`src/rtl/dsf_pkg.sv`:
```
package dsf_pkg;

    localparam int SQRT_STEPS = 32;
    localparam int DIV_STEPS  = 50;
    localparam int DIV_LANES  = 4;
    localparam int E_LANE     = 3;

    typedef enum logic [1:0] {
        ST_OK        = 2'd0,
        ST_SAT       = 2'd1,
        ST_ZERO_REST = 2'd2
    } t_status;

    typedef struct packed {
        logic signed [31:0] delta_pos_x;
        logic signed [31:0] delta_pos_y;
        logic signed [31:0] delta_pos_z;
        logic signed [31:0] delta_vel_x;
        logic signed [31:0] delta_vel_y;
        logic signed [31:0] delta_vel_z;
        logic        [31:0] rest_length;
        logic        [31:0] spring_stiffness;
        logic        [16:0] spring_damping;
        logic        [15:0] first_body_mask;
        logic        [15:0] second_body_mask;
    } t_req;

    typedef struct packed {
        logic signed [31:0] force_x;
        logic signed [31:0] force_y;
        logic signed [31:0] force_z;
        logic               skipped;
        t_status            status;
    } t_rsp;

    typedef struct packed {
        logic [63:0] s;
        logic [31:0] root;
        logic [33:0] rem;
    } t_sqrt;

    typedef struct packed {
        logic [31:0]          d;
        logic [31:0]          rem;
        logic [DIV_STEPS-1:0] nq;
    } t_div;

endpackage

```
`src/rtl/dsf_sqrt_cell.sv`:
```
module dsf_sqrt_cell (
    input  logic           i_clk,
    input  logic           i_en,
    input  dsf_pkg::t_sqrt i_cell,
    output dsf_pkg::t_sqrt o_cell
);
    import dsf_pkg::*;

    logic [35:0] w_part;
    logic [35:0] w_trial;
    t_sqrt       n_cell;
    t_sqrt       r_cell;

    assign w_part  = {i_cell.rem, i_cell.s[63:62]};
    assign w_trial = {2'b00, i_cell.root, 2'b01};

    always_comb begin
        n_cell.s = {i_cell.s[61:0], 2'b00};
        if (w_part >= w_trial) begin
            n_cell.rem  = 34'(w_part - w_trial);
            n_cell.root = {i_cell.root[30:0], 1'b1};
        end else begin
            n_cell.rem  = w_part[33:0];
            n_cell.root = {i_cell.root[30:0], 1'b0};
        end
    end

    always_ff @(posedge i_clk) begin
        if (i_en) begin
            r_cell <= n_cell;
        end
    end

    assign o_cell = r_cell;

endmodule

```
`config.mk`:
```
export PLATFORM = sky130hd
export DESIGN_NAME = dsf_sqrt_cell
export DESIGN_NICKNAME = d
export VERILOG_FILES = /design/src/rtl/dsf_pkg.sv /design/src/rtl/dsf_sqrt_cell.sv
export SDC_FILE = /design/constraint.sdc
export NUM_CORES = 1
export LEC_CHECK = 0
export BUFFER_PORTS_ARGS = -buffer_cell sky130_fd_sc_hd__buf_2
export CAP_MARGIN = 20
export CORE_MARGIN = 5
export CORE_UTILIZATION = 49
export CTS_CLUSTER_DIAMETER = 150
export DETAILED_ROUTE_END_ITERATION = 10
export PLACE_DENSITY = 0.78
export RECOVER_POWER = 25
export SETUP_SLACK_MARGIN = 0.05
export SLEW_MARGIN = 25
export SYNTH_ARGS = -nofsm -noshare
export SYNTH_HDL_FRONTEND = slang
export SYNTH_SLANG_ARGS = --single-unit
```
`constraint.sdc`:
```
create_clock -name i_clk -period 3.9 [get_ports i_clk]
set_input_delay 0.195 -clock i_clk [delete_from_list [all_inputs] [get_ports i_clk]]
set_output_delay 0.195 -clock i_clk [all_outputs]
set_load 0.005 [all_outputs]
```
# After elaboration in Yosys (flattened, before gate mapping)
# Index checks and enable logic that the tools add are counted.
# totals
regBits	128
inputBits	132
output_inout_bits	130
# classes
n_addsub	1
n_lt_le_gt_ge	1
mux	1
# ops
cell	count
greater-or-equal comparator 36 x 34 -> 1 bit	1
two-way mux 35 bit	1
subtractor 34 bit	1

# Longest topological paths before layout
# logic_depth
word_depth	2
depth_mapped	14

# Least setup slack after synthesis
# No wires, ideal clock.
# synth_path
path_type	input-to-reg
from	in i_cell[61] (netlist bit)
to	reg r_cell, in the netlist o_cell[13], data pin
setup_ps	260
t_arrival_ps	2494
setup_slack_ps	1146
stages	14
n_path_buf	3
cell_sequence	inv_1 ha_1 buf_6 a21o_1 a21o_1 a21oi_2 a21boi_1 o21a_1 or3_1 buf_6 nor2_8 inv_6 buf_12 mux2_4
# synth_lines
item	line	source
start: declaration	dsf_sqrt_cell.sv:4	input dsf_pkg::t_sqrt i_cell,
end signal: assignment	dsf_sqrt_cell.sv:30	r_cell <= n_cell;
end: declaration	dsf_sqrt_cell.sv:12	t_sqrt r_cell;

==> impl_metrics.json <==
{
  "crit_required_ns": 4.06,
  "grt-ovfl-total": 0,
  "area_growth_pct": 46.37,
  "setup_violations": 0,
  "drive_gt1_share_pct": 32.99,
  "maxSlewViolCount": 108,
  "async_reset_ff_share_pct": 0,
  "endpoint_kind": "register",
  "worst_pin_slew_ns": 2.674,
  "grt_max_degree": 108,
  "use_met3_pct": 8.038,
  "coreArea_sq_um": 12670,
  "final_common_cell": "buf_2",
  "synth_edf_count": 128,
  "drc": 0,
  "avgSynthCellArea_sq_um": 13.05,
  "fmax_ghz": 0.2864,
  "port_buffers": 259,
  "post_cts_buffers": 0,
  "finalNonFillerCells": 1039,
  "outcome": "finished, violations left",
  "die_h_um": 123.9,
  "cts_tree": "done",
  "post-route-period-util_pct": 89.54,
  "routed_wl_um": 21570,
  "grt_pass1_wl_um": 31750,
  "syn-cell-area_sq_um": 6357,
  "yosys_warnings": 0,
  "slowest_delay_ns": 0.55,
  "top_usage_layer": "met2",
  "dr.first_iter.drc_count": 421,
  "timing.final.hold_violations": 0,
  "arrival_ns": 3.66,
  "gp_congestion": 0.8722,
  "io_pins": 262,
  "synth_top_area_share_pct": 60.46,
  "grt_use_met1_pct": 30.55,
  "track_usage_pct": 27.82,
  "power.total_mw": 4.171,
  "diodes": 0,
  "cap_viol_max_count": 1,
  "fin_nets": 1021,
  "nFillCells": 865,
  "holdBufCountCts": 93,
  "violations": "max-capacitance violations, max-slew violations",
  "numCtsBuffers": 17,
  "grt_pass1_vias": 5817,
  "fin_crit_ns": 3.492,
  "synthFlopType": "edfxtp_1",
  "worst_ir_drop_vdd_v": 0.0003790,
  "post_drt_wl_per_cell_um": 20.76,
  "ys_seq_area_share_pct": 60.46,
  "cts_root_buffer": "clkbuf_16",
  "final_cell_mix": "buf_2 (217), edfxtp_1 (128), dlygate4sd3_1 (93)",
  "power_density_nw_per_um2": 448.3,
  "synth_area_leader_cell": "edfxtp_1",
  "maxSlewHeadroom_pct": -78.24,
  "largest_reg_flops": 128,
  "slowest_stage": "dlygate4sd3_1",
  "ys_types": 53,
  "synth_seq_cells": 128,
  "syn_inst": 487,
  "critPathLaunchType": "input pin",
  "numClockSinks": 128,
  "drtPass1Iterations": 5,
  "path_max_fanout": 28,
  "crit_type": "input pin to register",
  "grt_setup_unrepaired": "false",
  "tns_ns": 0,
  "cp_common_cell": "inv_1",
  "use_met2_pct": 50.90,
  "grt_antenna_before_repair": 1,
  "cp_cell_sequence": "dlygate4sd3_1 -> clkbuf_1 -> inv_1 -> ha_1 -> nand2_1 -> nor3_1 -> inv_1 -> a211oi_2 -> o21bai_1 -> a211oi_4 -> nor2_8 -> inv_6 -> mux2_2",
  "drtAntennaViolNets": 0,
  "dp_cells": 915,
  "p_leak_nw": 4.101,
  "hpwlAfterDp_um": 14420,
  "path_clk_slew_ns": 0.06,
  "hp-class": "input pin to register",
  "post_cts_resized": 0,
  "vias": 5582,
  "synth.area.top_cells": "edfxtp_1 (60%), ha_1 (6.7%), mux2_4 (3.1%)",
  "min_path_cells": 2,
  "num_rows": 41,
  "viasPerCell": 5.372,
  "cts_htree_levels": 4,
  "dieArea_sq_um": 15350,
  "start_util_pct": 50.17,
  "cts_buffer_depth": 2,
  "fp.dieW_um": 123.9
}
## layout make-up
class                      instances  area (sq um)  share of cell area, %
sequential                       128          3844                  41.31
multi-input combinational        306          2263                  24.32
tap                              172         215.2                  2.313
timing repair buffer             357          2216                  23.81
clock buffer                      17         425.4                  4.572
clock inverter                    14         167.7                  1.802
inverter                          45         173.9                  1.869
## routing by layer
layer | routed length, um | vias up
li1 | - | 2568
met1 | 8090 | 2690
met2 | 11050 | 262
met3 | 1662 | 60
met4 | 753 | 2
met5 | 13 | -
## synthesized netlist by cell type (2+ instances only)
master / number
nor2b_1: 3
o31ai_1: 7
clkbuf_1: 3
nand4_1: 11
xnor2_1: 13
o211a_1: 2
edfxtp_1: 128
buf_6: 3
o21ai_0: 16
a211oi_1: 5
and2_1: 4
and4_1: 2
xor2_1: 14
or2_2: 2
a211oi_2: 2
o41ai_1: 2
nor3_1: 13
a21oi_1: 34
a2111oi_0: 2
o21bai_1: 7
a31o_2: 2
inv_1: 44
and3_1: 4
a21o_1: 12
nor2_1: 17
o21a_1: 5
ha_1: 34
nand2_1: 29
mux2_2: 8
a21boi_0: 2
o211ai_1: 2
nand3_1: 19
mux2_4: 13
buf_4: 2
or3_1: 3
## power by group
part / internal, mW / switching, mW / leakage (nW)
combinational: 0.398 / 0.426 / 2.56
sequential: 1.69 / 0.0433 / 1.25
clock: 1.00 / 0.612 / 0.286
total: 3.09 / 1.08 / 4.10
## critical path, delay by kind of cell
family	cells	cell delay, ns
buffers and inverters	5	1.12
AO/OA/AOI/OAI	3	0.96
AND/OR/NAND/NOR	3	0.58
adder cells (fa/ha/maj)	1	0.40
multiplexers	1	0.39
## final timing paths
kind              startpoint         end  slack, ns
setup / recovery  i_cell[45]  o_cell[12]       0.41
hold / removal     i_cell[3]   o_cell[5]       0.10
## stage by stage
stage | setup WS (ns) | hold slack (ns) | util [%] | instance area, sq um
after floorplan | 1.146 | 0.2939 | - | 6361
after global placement | 0.6883 | 0.3717 | 61.84 | 7836
after detailed placement | 0.6012 | 0.3731 | 61.84 | 7836
after CTS | 0.4795 | 0.09050 | 73.87 | 9360
after global routing | 0.1580 | 0.09049 | 73.44 | 9305
final | 0.4079 | 0.1010 | 73.44 | 9305
## cells by family after synthesis
logic type / share of synthesized area [%]
compound gates: 11.61
xor+xnor: 3.720
fa+ha+maj: 6.692
buf+inv: 3.995
flops: 60.46
mux: 4.487
other cells: 0.05899
simple gates: 8.975
Power figures use the tool's default switching activity.
