$ cat src/rtl/dsf_pkg.sv
package dsf_pkg;

    localparam int SQRT_STEPS = 32;
    localparam int DIV_STEPS  = 50;
    localparam int DIV_LANES  = 4;
    localparam int E_LANE     = 3;

    typedef enum logic [1:0] {
        ST_OK        = 2'd0,
        ST_SAT       = 2'd1,
        ST_ZERO_REST = 2'd2
    } t_status;

    typedef struct packed {
        logic signed [31:0] delta_pos_x;
        logic signed [31:0] delta_pos_y;
        logic signed [31:0] delta_pos_z;
        logic signed [31:0] delta_vel_x;
        logic signed [31:0] delta_vel_y;
        logic signed [31:0] delta_vel_z;
        logic        [31:0] rest_length;
        logic        [31:0] spring_stiffness;
        logic        [16:0] spring_damping;
        logic        [15:0] first_body_mask;
        logic        [15:0] second_body_mask;
    } t_req;

    typedef struct packed {
        logic signed [31:0] force_x;
        logic signed [31:0] force_y;
        logic signed [31:0] force_z;
        logic               skipped;
        t_status            status;
    } t_rsp;

    typedef struct packed {
        logic [63:0] s;
        logic [31:0] root;
        logic [33:0] rem;
    } t_sqrt;

    typedef struct packed {
        logic [31:0]          d;
        logic [31:0]          rem;
        logic [DIV_STEPS-1:0] nq;
    } t_div;

endpackage

$ cat src/rtl/dsf_div_cell.sv
module dsf_div_cell (
    input  logic          i_clk,
    input  logic          i_en,
    input  dsf_pkg::t_div i_cell,
    output dsf_pkg::t_div o_cell
);
    import dsf_pkg::*;

    logic [32:0] w_part;
    logic        w_ge;
    t_div        n_cell;
    t_div        r_cell;

    assign w_part = {i_cell.rem, i_cell.nq[DIV_STEPS-1]};
    assign w_ge   = (w_part >= {1'b0, i_cell.d});

    always_comb begin
        n_cell.d  = i_cell.d;
        n_cell.nq = {i_cell.nq[DIV_STEPS-2:0], w_ge};
        if (w_ge) begin
            n_cell.rem = 32'(w_part - {1'b0, i_cell.d});
        end else begin
            n_cell.rem = w_part[31:0];
        end
    end

    always_ff @(posedge i_clk) begin
        if (i_en) begin
            r_cell <= n_cell;
        end
    end

    assign o_cell = r_cell;

endmodule

$ cat config.mk
export PLATFORM = sky130hd
export DESIGN_NAME = dsf_div_cell
export DESIGN_NICKNAME = d
export VERILOG_FILES = /design/src/rtl/dsf_pkg.sv /design/src/rtl/dsf_div_cell.sv
export SDC_FILE = /design/constraint.sdc
export NUM_CORES = 1
export LEC_CHECK = 0
export BUFFER_PORTS_ARGS = -buffer_cell sky130_fd_sc_hd__buf_4
export CELL_PAD_IN_SITES_DETAIL_PLACEMENT = 1
export CELL_PAD_IN_SITES_GLOBAL_PLACEMENT = 1
export CORE_ASPECT_RATIO = 1.25
export CORE_MARGIN = 1
export CORE_UTILIZATION = 41
export CTS_BUF_LIST = sky130_fd_sc_hd__clkbuf_4 sky130_fd_sc_hd__clkbuf_8
export CTS_CLUSTER_DIAMETER = 200
export DETAILED_ROUTE_END_ITERATION = 7
export PLACE_DENSITY_LB_ADDON = 0.1
export SETUP_SLACK_MARGIN = 0.3
export SKIP_CTS_REPAIR_TIMING = 1
export SYNTH_ARGS = -nofsm -noshare
export SYNTH_HDL_FRONTEND = slang
export SYNTH_SLANG_ARGS = --single-unit
$ cat constraint.sdc
create_clock -name i_clk -period 5 [get_ports i_clk]
set_input_delay 1 -clock i_clk [delete_from_list [all_inputs] [get_ports i_clk]]
set_output_delay 1 -clock i_clk [all_outputs]
set_load 0.005 [all_outputs]
Word level (Yosys, flattened, before mapping). Index checks and enable logic that the tools add are counted.

Add/sub/neg operators: 1. Muxes and demuxes: 1. $lt $le $gt $ge: 1.

Operator list (number): >= comparator 33 x 32 -> 1 bit (1); 2-to-1 mux 32 bit (1); subtractor 32 bit (1).

Bits of input ports: 116. Flip-flop bits (word level): 114.

Depth between registers and ports, before layout. Gate-level depths: netlist of run 1.

Word-level depth: 2. Gate-level depth with buffers: 13. Gate-level depth less buffers: 11.

Least setup slack after synthesis of run 1. Ideal clock, no wire load.

Path kind: input port to flip-flop. Start: input i_cell[105] (netlist name). End: register r_cell, in the netlist o_cell[54], data pin. Required time: 4740 ps. Data arrival time: 3092 ps. Stages on the path: 11. Path slack: 1648 ps. Cell sequence: inv_1 > ha_1 > buf_6 > and3_1 > o21a_1 > a311oi_2 > o21ai_1 > or3b_1 > o21a_1 > buf_6 > mux2_4.

RTL lines: start, declared (line dsf_div_cell.sv:4) `input dsf_pkg::t_div i_cell,`; end signal, assigned (line dsf_div_cell.sv:29) `r_cell <= n_cell;`; end, declared (line dsf_div_cell.sv:12) `t_div r_cell;`.

==> impl_metrics.toml, run 1 <==
[critical_path]
worst_setup_path_start_kind = "input pin"
critical_path_peak_fanout = 28
worst-endpoint-arrival_ns = 4.01
path_class = "in2reg"
cp.required_ns = 5.20
setup.worst_path.end_class = "flip-flop"

[sta]
worst_slew_margin_rel_pct = 53.6
setup-violations-final = 0
slew_violations = 0
setup_repair_after_global_routing_missed_its_margin = "no"
final_hold_violating_endpoints = 0
worst_pin_slew_ns = 0.696
final_min_period_over_clock_period_pct = 76.2
clock.fmax_ghz = 0.262
final_layout_setup_total_negative_slack_ns = 0
layout_setup_ws_ns = 1.19
tmin_final_ns = 3.81

[placed_design]
place.port_buffers = 229
place.detailed.hpwl_um = 12600
detailedPlace.worstSlack_ns = 0.779
globalplace.congestion = 0.894

[floorplan]
design.die.area_mm2 = 0.0145
die_w_um = 108
io-pin-count = 230
core_area_mm2 = 0.0138
die_height_um = 134
fp-row-count = 48
effective_utilization_at_floorplan_pct = 41.8

[synth]
count_of_mapped_cells_out_of_synthesis = 473
synthesis.area_mm2 = 0.00575
synth-seq-cells = 114
yosys_warnings = 0
async_flop_share_pct = 0
synth_edf_count = 114
synth-seq-area-share_pct = 59.5
synth_top_flop_cell = "sky130_fd_sc_hd__edfxtp_1"
synthDominantCellAreaShare_pct = 59.5
synth_area_leaders = "sky130_fd_sc_hd__edfxtp_1 (60%), sky130_fd_sc_hd__ha_1 (7.0%), sky130_fd_sc_hd__a21oi_1 (4.7%), sky130_fd_sc_hd__inv_1 (3.0%), sky130_fd_sc_hd__xnor2_1 (2.4%)"
synth_nets = 622
yosysUniqueCellTypes = 49
synth_area_per_cell_um2 = 12.2
synth_top_cell_by_area = "sky130_fd_sc_hd__edfxtp_1"

[detailed_routing]
initial_drt_pass_iterations = 6
via_per_inst = 5.14
num_vias = 4612
routed_wire_length_per_instance_um = 18.5
routed_wirelength_um = 16600
drcViolationCount = 0
route.antenna.remaining_nets = 0
drtIter0Drc = 147

[cts]
worst_setup_hold_path_clk_slew_ns = 0.08
cts_htree_levels = 4
root_buffer = "sky130_fd_sc_hd__clkbuf_8"
cts_inserted_buffers = 17
cts_tree = "done"
clock_sinks = 114
cts_max_path_buffers = 2

[grt]
grt_first_pass_wirelength_um = 25100
grt_start_max_net_pins = 42
globalRouteTotalUtil_pct = 23.0
first_global_vias = 4860
grt_antenna_before_repair = 0
grt-ovfl-total = 0

[min_path]
holdCritPathClass = "in2reg"

[finish]
final_layout_size_suffix_gt1_share_pct = 38.9
area_growth_from_synthesis_to_layout_pct = 40.2
layout.core_utilization_pct = 58.6
mostFrequentLayoutCells = "sky130_fd_sc_hd__buf_4 (234), sky130_fd_sc_hd__edfxtp_1 (114), sky130_fd_sc_hd__a21oi_1 (54)"
antenna_cells = 0
finalNetCount = 858
flip_flop_count_of_the_largest_register_after_layout = 114
layout.cells.most_common = "sky130_fd_sc_hd__buf_4"
layout.filler_cells = 1474

[pwr]
worst_ir_drop_vdd_mv = 0.156
total_power_w = 0.00280
power.leakage_nw = 3.57
power.density_mw_per_mm2 = 347

[status]
outcome = "completed"

[job]
max_cap_viol_count = 0
per-layer routing:
layer	up-vias	track usage (%)	share of wire, %
li1	2213	-	-
met1	2193	25.3	39
met2	182	41.7	52
met3	24	6.37	7.2
met4	0	8.52	1.5
met5	-	0	0
cell type report:
cell class | count | area (µm²) | share of cell area (%)
clock inverters | 14 | 204 | 2.53
multi-input cells | 296 | 2040 | 25.4
well taps | 175 | 219 | 2.72
flip-flops and latches | 114 | 3420 | 42.5
inverters | 46 | 173 | 2.14
repair buffers | 234 | 1760 | 21.8
clock buffers | 18 | 241 | 3.00
final timing paths:
path / slack, ns / endpoint / startpoint / cells past startpoint
min: 0.73 / o_cell[31] / i_cell[30] / 1
max: 1.19 / o_cell[64] / i_cell[72] / 9
logic make-up (layout without fill, tap and decap cells):
| logic type | Yosys count | count (layout) | share of synthesized area (%) |
|---|---|---|---|
| flops | 114 | 114 | 59.5 |
| buf+inv | 63 | 312 | 4.94 |
| fa+ha+maj | 33 | 33 | 7.31 |
| mux | 10 | 10 | 2.44 |
| xor+xnor | 26 | 26 | 3.96 |
| simple gates | 107 | 107 | 9.10 |
| compound gates | 120 | 120 | 12.7 |
where the power goes:
| part | internal (W) | leakage (nW) | switching, W |
|---|---|---|---|
| Combinational | 0.000310 | 2.24 | 0.000291 |
| Sequential | 0.00117 | 1.12 | 0.0000318 |
| Clock | 0.000556 | 0.219 | 0.000433 |
| Total | 0.00204 | 3.57 | 0.000755 |
per-stage QoR:
stage | instances | hold slack, ns | instance area, µm²
after floorplan | 473 | 1.10 | 5750
final | 897 | 0.725 | 8060
after global placement | 865 | 1.18 | 7620
after global routing | 897 | 0.696 | 8060
after detailed placement | 865 | 1.18 | 7620
after CTS | 897 | 0.700 | 8060
critical path, stage by stage:
cell	delay (ns)
sky130_fd_sc_hd__buf_4	0.11
sky130_fd_sc_hd__ha_1	0.42
sky130_fd_sc_hd__and3_1	0.34
sky130_fd_sc_hd__nand4_1	0.23
sky130_fd_sc_hd__nor4b_1	0.44
sky130_fd_sc_hd__a21o_1	0.21
sky130_fd_sc_hd__o21a_2	0.60
sky130_fd_sc_hd__buf_4	0.34
sky130_fd_sc_hd__mux2_4	0.32
synthesized netlist by cell type, types with 3 or more instances:
library cell,instances
sky130_fd_sc_hd__a2111oi_0,3
sky130_fd_sc_hd__a211oi_1,3
sky130_fd_sc_hd__a21o_1,8
sky130_fd_sc_hd__a21oi_1,54
sky130_fd_sc_hd__and2_1,3
sky130_fd_sc_hd__buf_2,5
sky130_fd_sc_hd__buf_6,5
sky130_fd_sc_hd__clkbuf_1,6
sky130_fd_sc_hd__edfxtp_1,114
sky130_fd_sc_hd__ha_1,32
sky130_fd_sc_hd__inv_1,46
sky130_fd_sc_hd__mux2_4,8
sky130_fd_sc_hd__nand2_1,24
sky130_fd_sc_hd__nand2b_1,7
sky130_fd_sc_hd__nand3_1,8
sky130_fd_sc_hd__nand4_1,8
sky130_fd_sc_hd__nor2_1,37
sky130_fd_sc_hd__nor3_1,3
sky130_fd_sc_hd__o21a_1,6
sky130_fd_sc_hd__o21ai_0,17
sky130_fd_sc_hd__o21ai_1,4
sky130_fd_sc_hd__o21bai_1,5
sky130_fd_sc_hd__o31ai_1,7
sky130_fd_sc_hd__xnor2_1,16
sky130_fd_sc_hd__xor2_1,10
Note: power is estimated with default switching activity, not from simulation.
==> run 2, diff against run 1 <==
- ABC_AREA: unset -> 1
- CORE_UTILIZATION: 41 -> 34
- clock period: 5 -> 3.1 ns (I/O delays scaled with it)
==> impl_metrics.toml, run 2 <==
[detailed_routing]
via_per_inst = 4.60
routed_wire_length_per_instance_um = 15.9
initial_drt_pass_iterations = 4
drtIter0Drc = 213
num_vias = 5950
drcViolationCount = 0
routed_wirelength_um = 20600
route.antenna.remaining_nets = 0

[finish]
area_growth_from_synthesis_to_layout_pct = 40.6
final_cell_count_no_fill = 1294
finish.instance_area_mm2 = 0.00930
finalNetCount = 1198
antenna_cells = 0
final_layout_size_suffix_gt1_share_pct = 31.9
layout.core_utilization_pct = 49.2
flip_flop_count_of_the_largest_register_after_layout = 114
layout.cells.most_common = "sky130_fd_sc_hd__nand2_1"
mostFrequentLayoutCells = "sky130_fd_sc_hd__nand2_1 (276), sky130_fd_sc_hd__buf_4 (272), sky130_fd_sc_hd__inv_1 (149)"

[floorplan]
die_w_um = 127
io-pin-count = 230
core_area_mm2 = 0.0189
effective_utilization_at_floorplan_pct = 35.0
design.die.area_mm2 = 0.0200
die_height_um = 158
fp-row-count = 56

[critical_path]
path_class = "in2reg"
worst_setup_path_start_kind = "input pin"
critical_path.cell_chain = "buf_4 > ha_1 > a21oi_1 > nand2_1 > nand2_1 > nand3_1 > nor2_2 > nand3_1 > nand2_1"
cpLargestDelayFamily = "simple AND/OR/NAND/NOR gates"
crit_path_slowest_cell = "sky130_fd_sc_hd__nor2_2"
worstPathBufferInverterCount = 1
cp_common_cell = "sky130_fd_sc_hd__nand2_1"
critical_path_peak_fanout = 15
worst-endpoint-arrival_ns = 2.84
setup.worst_path.end_class = "flip-flop"
cp.required_ns = 3.42
critical-path-max-stage-delay_ns = 0.87

[cts]
clock_sinks = 114
worst_setup_hold_path_clk_slew_ns = 0.08
cts_htree_levels = 4
cts_inserted_buffers = 17
cts_max_path_buffers = 2
root_buffer = "sky130_fd_sc_hd__clkbuf_8"
cts_tree = "done"

[status]
outcome = "completed"

[sta]
final_min_period_over_clock_period_pct = 81.2
slew_violations = 0
worst_slew_margin_rel_pct = 29.1
worst_pin_slew_ns = 1.06
final_hold_violating_endpoints = 0
final_layout_setup_total_negative_slack_ns = 0
clock.fmax_ghz = 0.397
tmin_final_ns = 2.52
whs_ns = 0.338
setup-violations-final = 0
setup_repair_after_global_routing_missed_its_margin = "no"

[placed_design]
placed_cell_area_mm2 = 0.00887
place.port_buffers = 229
dp.cells = 1258
globalplace.congestion = 0.860
place.detailed.hpwl_um = 16300

[synth]
synth_area_per_cell_um2 = 8.64
synth-seq-area-share_pct = 51.7
yosysUniqueCellTypes = 29
synthDominantCellAreaShare_pct = 51.7
async_flop_share_pct = 0
synth.cells.most_frequent = "sky130_fd_sc_hd__nand2_1 (276), sky130_fd_sc_hd__inv_1 (149), sky130_fd_sc_hd__edfxtp_1 (114)"
synth-seq-cells = 114
count_of_mapped_cells_out_of_synthesis = 766
synth_area_leaders = "sky130_fd_sc_hd__edfxtp_1 (52%), sky130_fd_sc_hd__nand2_1 (16%), sky130_fd_sc_hd__inv_1 (8.5%), sky130_fd_sc_hd__ha_1 (6.1%), sky130_fd_sc_hd__nand3_1 (3.9%)"
synth_nets = 915
synth_top_cell_by_area = "sky130_fd_sc_hd__edfxtp_1"
synthesis.area_mm2 = 0.00662
yosys_warnings = 0
synth_edf_count = 114
yosys.cell_count.top_type = "sky130_fd_sc_hd__nand2_1"
synth_top_flop_cell = "sky130_fd_sc_hd__edfxtp_1"

[grt]
globalRouteTotalUtil_pct = 20.8
grt_first_pass_wirelength_um = 31400
grt_start_max_net_pins = 46
grt-ovfl-total = 0
first_global_vias = 6282
grt_antenna_before_repair = 0

[pwr]
power.leakage_nw = 4.79
power.density_mw_per_mm2 = 484
worst_ir_drop_vdd_mv = 0.200

[min_path]
holdCritPathClass = "in2reg"

[job]
max_cap_viol_count = 0
[run 2: worst paths after layout]
kind                  startpoint    endpoint  slack, ns  cells after the start
worst max-delay path  i_cell[77]  o_cell[72]       0.58                      9
worst min-delay path   i_cell[0]   o_cell[1]       0.34                      1
[run 2: layer usage]
metal	part of all wire, %	wire [µm]	vias up	global-route usage [%]
li1	-	-	2986	-
met1	39	8030	2761	21.8
met2	54	11100	175	40.2
met3	5.0	1040	28	4.43
met4	2.3	477	0	8.56
met5	0	0	-	0
[run 2: logic make-up after synthesis]
kind of cell,share of synthesized area [%]
AND/OR/NAND/NOR,28.4
buffers and inverters,9.85
flip-flops,51.7
XOR/XNOR,1.85
adder cells (fa/ha/maj),6.35
AO/OA/AOI/OAI,1.85
[run 2: area by class of cell]
type	instances	area [µm²]
fill	2307	9610
sequential	114	3420
multi-input combinational	491	2550
timing repair buffer	273	2060
inverter	152	571
tap	232	290
clock buffer	17	234
clock inverter	15	175
[run 2: power breakdown]
part	internal (W)	switching [W]	total, W
logic	0.000522	0.000574	0.00110
registers	0.00188	0.0000430	0.00192
clock network	0.000738	0.000746	0.00148
total	0.00314	0.00136	0.00450
[run 2: metrics by stage]
step | setup WS [ns] | total power [W]
after floorplan | 0.867 | 0.00246
after global placement | -0.164 | 0.00304
after detailed placement | -0.214 | 0.00306
after CTS | 0.270 | 0.00457
after global routing | 0.489 | 0.00475
final | 0.583 | 0.00450
==> run 3, diff against run 2 <==
- CORE_UTILIZATION: 34 -> 38
- clock period: 3.1 -> 2.5 ns (I/O delays scaled with it)
==> impl_metrics.toml, run 3 (synthesized netlist as in run 2, its figures left out) <==
[critical_path]
cp.required_ns = 2.72
crit_path_slowest_cell = "sky130_fd_sc_hd__fa_1"
worstPathBufferInverterCount = 3
cpLargestDelayFamily = "simple AND/OR/NAND/NOR gates"
path_class = "in2reg"
worst_setup_path_start_kind = "input pin"
critical_path_peak_fanout = 3
worst-endpoint-arrival_ns = 2.26
critical-path-max-stage-delay_ns = 0.40
critical_path.cell_chain = "buf_4 > inv_1 > ha_1 > fa_1 > inv_1 > nand3_1 > nand3_1 > nand3_1 > nand2_1 > nand2_1 > nand2_1 > nand2_1 > nand3_2 > nand2_1"
cp_common_cell = "sky130_fd_sc_hd__nand2_1"
setup.worst_path.end_class = "flip-flop"

[cts]
clock_sinks = 114
cts_htree_levels = 4
worst_setup_hold_path_clk_slew_ns = 0.08
cts_max_path_buffers = 2
cts_tree = "done"
root_buffer = "sky130_fd_sc_hd__clkbuf_8"
cts_inserted_buffers = 17

[detailed_routing]
via_per_inst = 4.72
drcViolationCount = 0
drtIter0Drc = 236
routed_wire_length_per_instance_um = 16.5
num_vias = 5998
routed_wirelength_um = 21000
initial_drt_pass_iterations = 4
route.antenna.remaining_nets = 0

[floorplan]
io-pin-count = 230
effective_utilization_at_floorplan_pct = 39.1
fp-row-count = 53
design.die.area_mm2 = 0.0179
die_height_um = 150
core_area_mm2 = 0.0169
die_w_um = 120

[placed_design]
globalplace.congestion = 0.874
place.port_buffers = 229
place.detailed.hpwl_um = 17100
detailedPlace.worstSlack_ns = -0.0585
dp.cells = 1238

[sta]
worst_slew_margin_rel_pct = 72.2
setup_repair_after_global_routing_missed_its_margin = "no"
tmin_final_ns = 2.04
worst_pin_slew_ns = 0.417
setup-violations-final = 0
slew_violations = 0
layout_setup_ws_ns = 0.459
clock.fmax_ghz = 0.490
final_hold_violating_endpoints = 0
final_min_period_over_clock_period_pct = 81.6

[min_path]
startpoint_of_the_tightest_hold_check_path = "i_cell[26]"
holdCritPathClass = "in2reg"
holdPathStages = 1
holdPathEnd = "o_cell[27]"

[finish]
mostFrequentLayoutCells = "sky130_fd_sc_hd__nand2_1 (276), sky130_fd_sc_hd__buf_4 (257), sky130_fd_sc_hd__inv_1 (149)"
final_cell_count_no_fill = 1270
flip_flop_count_of_the_largest_register_after_layout = 114
finalNetCount = 1186
layout.cells.most_common = "sky130_fd_sc_hd__nand2_1"
layout.filler_cells = 2080
final_layout_size_suffix_gt1_share_pct = 31.2
antenna_cells = 0
area_growth_from_synthesis_to_layout_pct = 39.8

[grt]
grt_start_max_net_pins = 40
grt-ovfl-total = 0
grt_antenna_before_repair = 0
globalRouteTotalUtil_pct = 23.7
first_global_vias = 6160
grt_first_pass_wirelength_um = 31800

[pwr]
worst_ir_drop_vdd_mv = 0.294
total_power_w = 0.00555
power.density_mw_per_mm2 = 600
power.leakage_nw = 4.76

[status]
outcome = "completed"

[job]
max_cap_viol_count = 0
[run 3: cell count changes in the layout (fill, tap and decap cells not counted), sizes merged]
cell      previous run  this run
buf                273       262
clkinv               6         5
clkinvlp             2         1
inv                157       159
nor2                41        40
[run 3: routing by layer]
layer | part of all wire (%) | vias to the layer above | GRT usage, %
li1 | - | 2970 | -
met1 | 37 | 2813 | 23.8
met2 | 55 | 183 | 45.8
met3 | 5.7 | 32 | 5.30
met4 | 2.8 | 0 | 10.4
met5 | 0 | - | 0
[run 3: cell type report]
cell class	instances	area [µm²]	share of cell area, %
inverter	152	571	6.17
tap	220	275	2.98
clock buffer	17	234	2.53
clock inverter	15	173	1.87
multi-input combinational	490	2540	27.5
sequential	114	3420	37.0
timing repair buffer	262	2030	21.9
[run 3: how the worst max path moves through the flow]
stage / startpoint / endpoint / slack, ns / cells after the start
2_1_floorplan: i_cell[49] / o_cell[66] / 0.39 / 13
3_3_place_gp: i_cell[69] / o_cell[70] / 0.01 / 12
3_5_place_dp: i_cell[69] / o_cell[56] / -0.06 / 12
4_1_cts: i_cell[69] / o_cell[56] / 0.44 / 12
5_1_grt: i_cell[49] / o_cell[74] / 0.32 / 14
6_report: i_cell[49] / o_cell[70] / 0.46 / 14
[run 3: report_power, final]
part	total, W	internal [W]	switching [W]	leakage, nW
logic	0.00136	0.000643	0.000720	3.44
registers	0.00239	0.00233	0.0000554	1.12
clock network	0.00180	0.000917	0.000886	0.207
[run 3: metrics by stage]
step / area, µm² / util (%) / hold WS (ns) / TNS, ns
floorplan: 6620 / - / 0.599 / 0
global placement: 8840 / 52.3 / 0.678 / 0
detailed placement: 8840 / 52.3 / 0.680 / -0.143
CTS: 9250 / 54.7 / 0.195 / 0
global route: 9250 / 54.7 / 0.183 / 0
finish: 9250 / 54.7 / 0.221 / 0
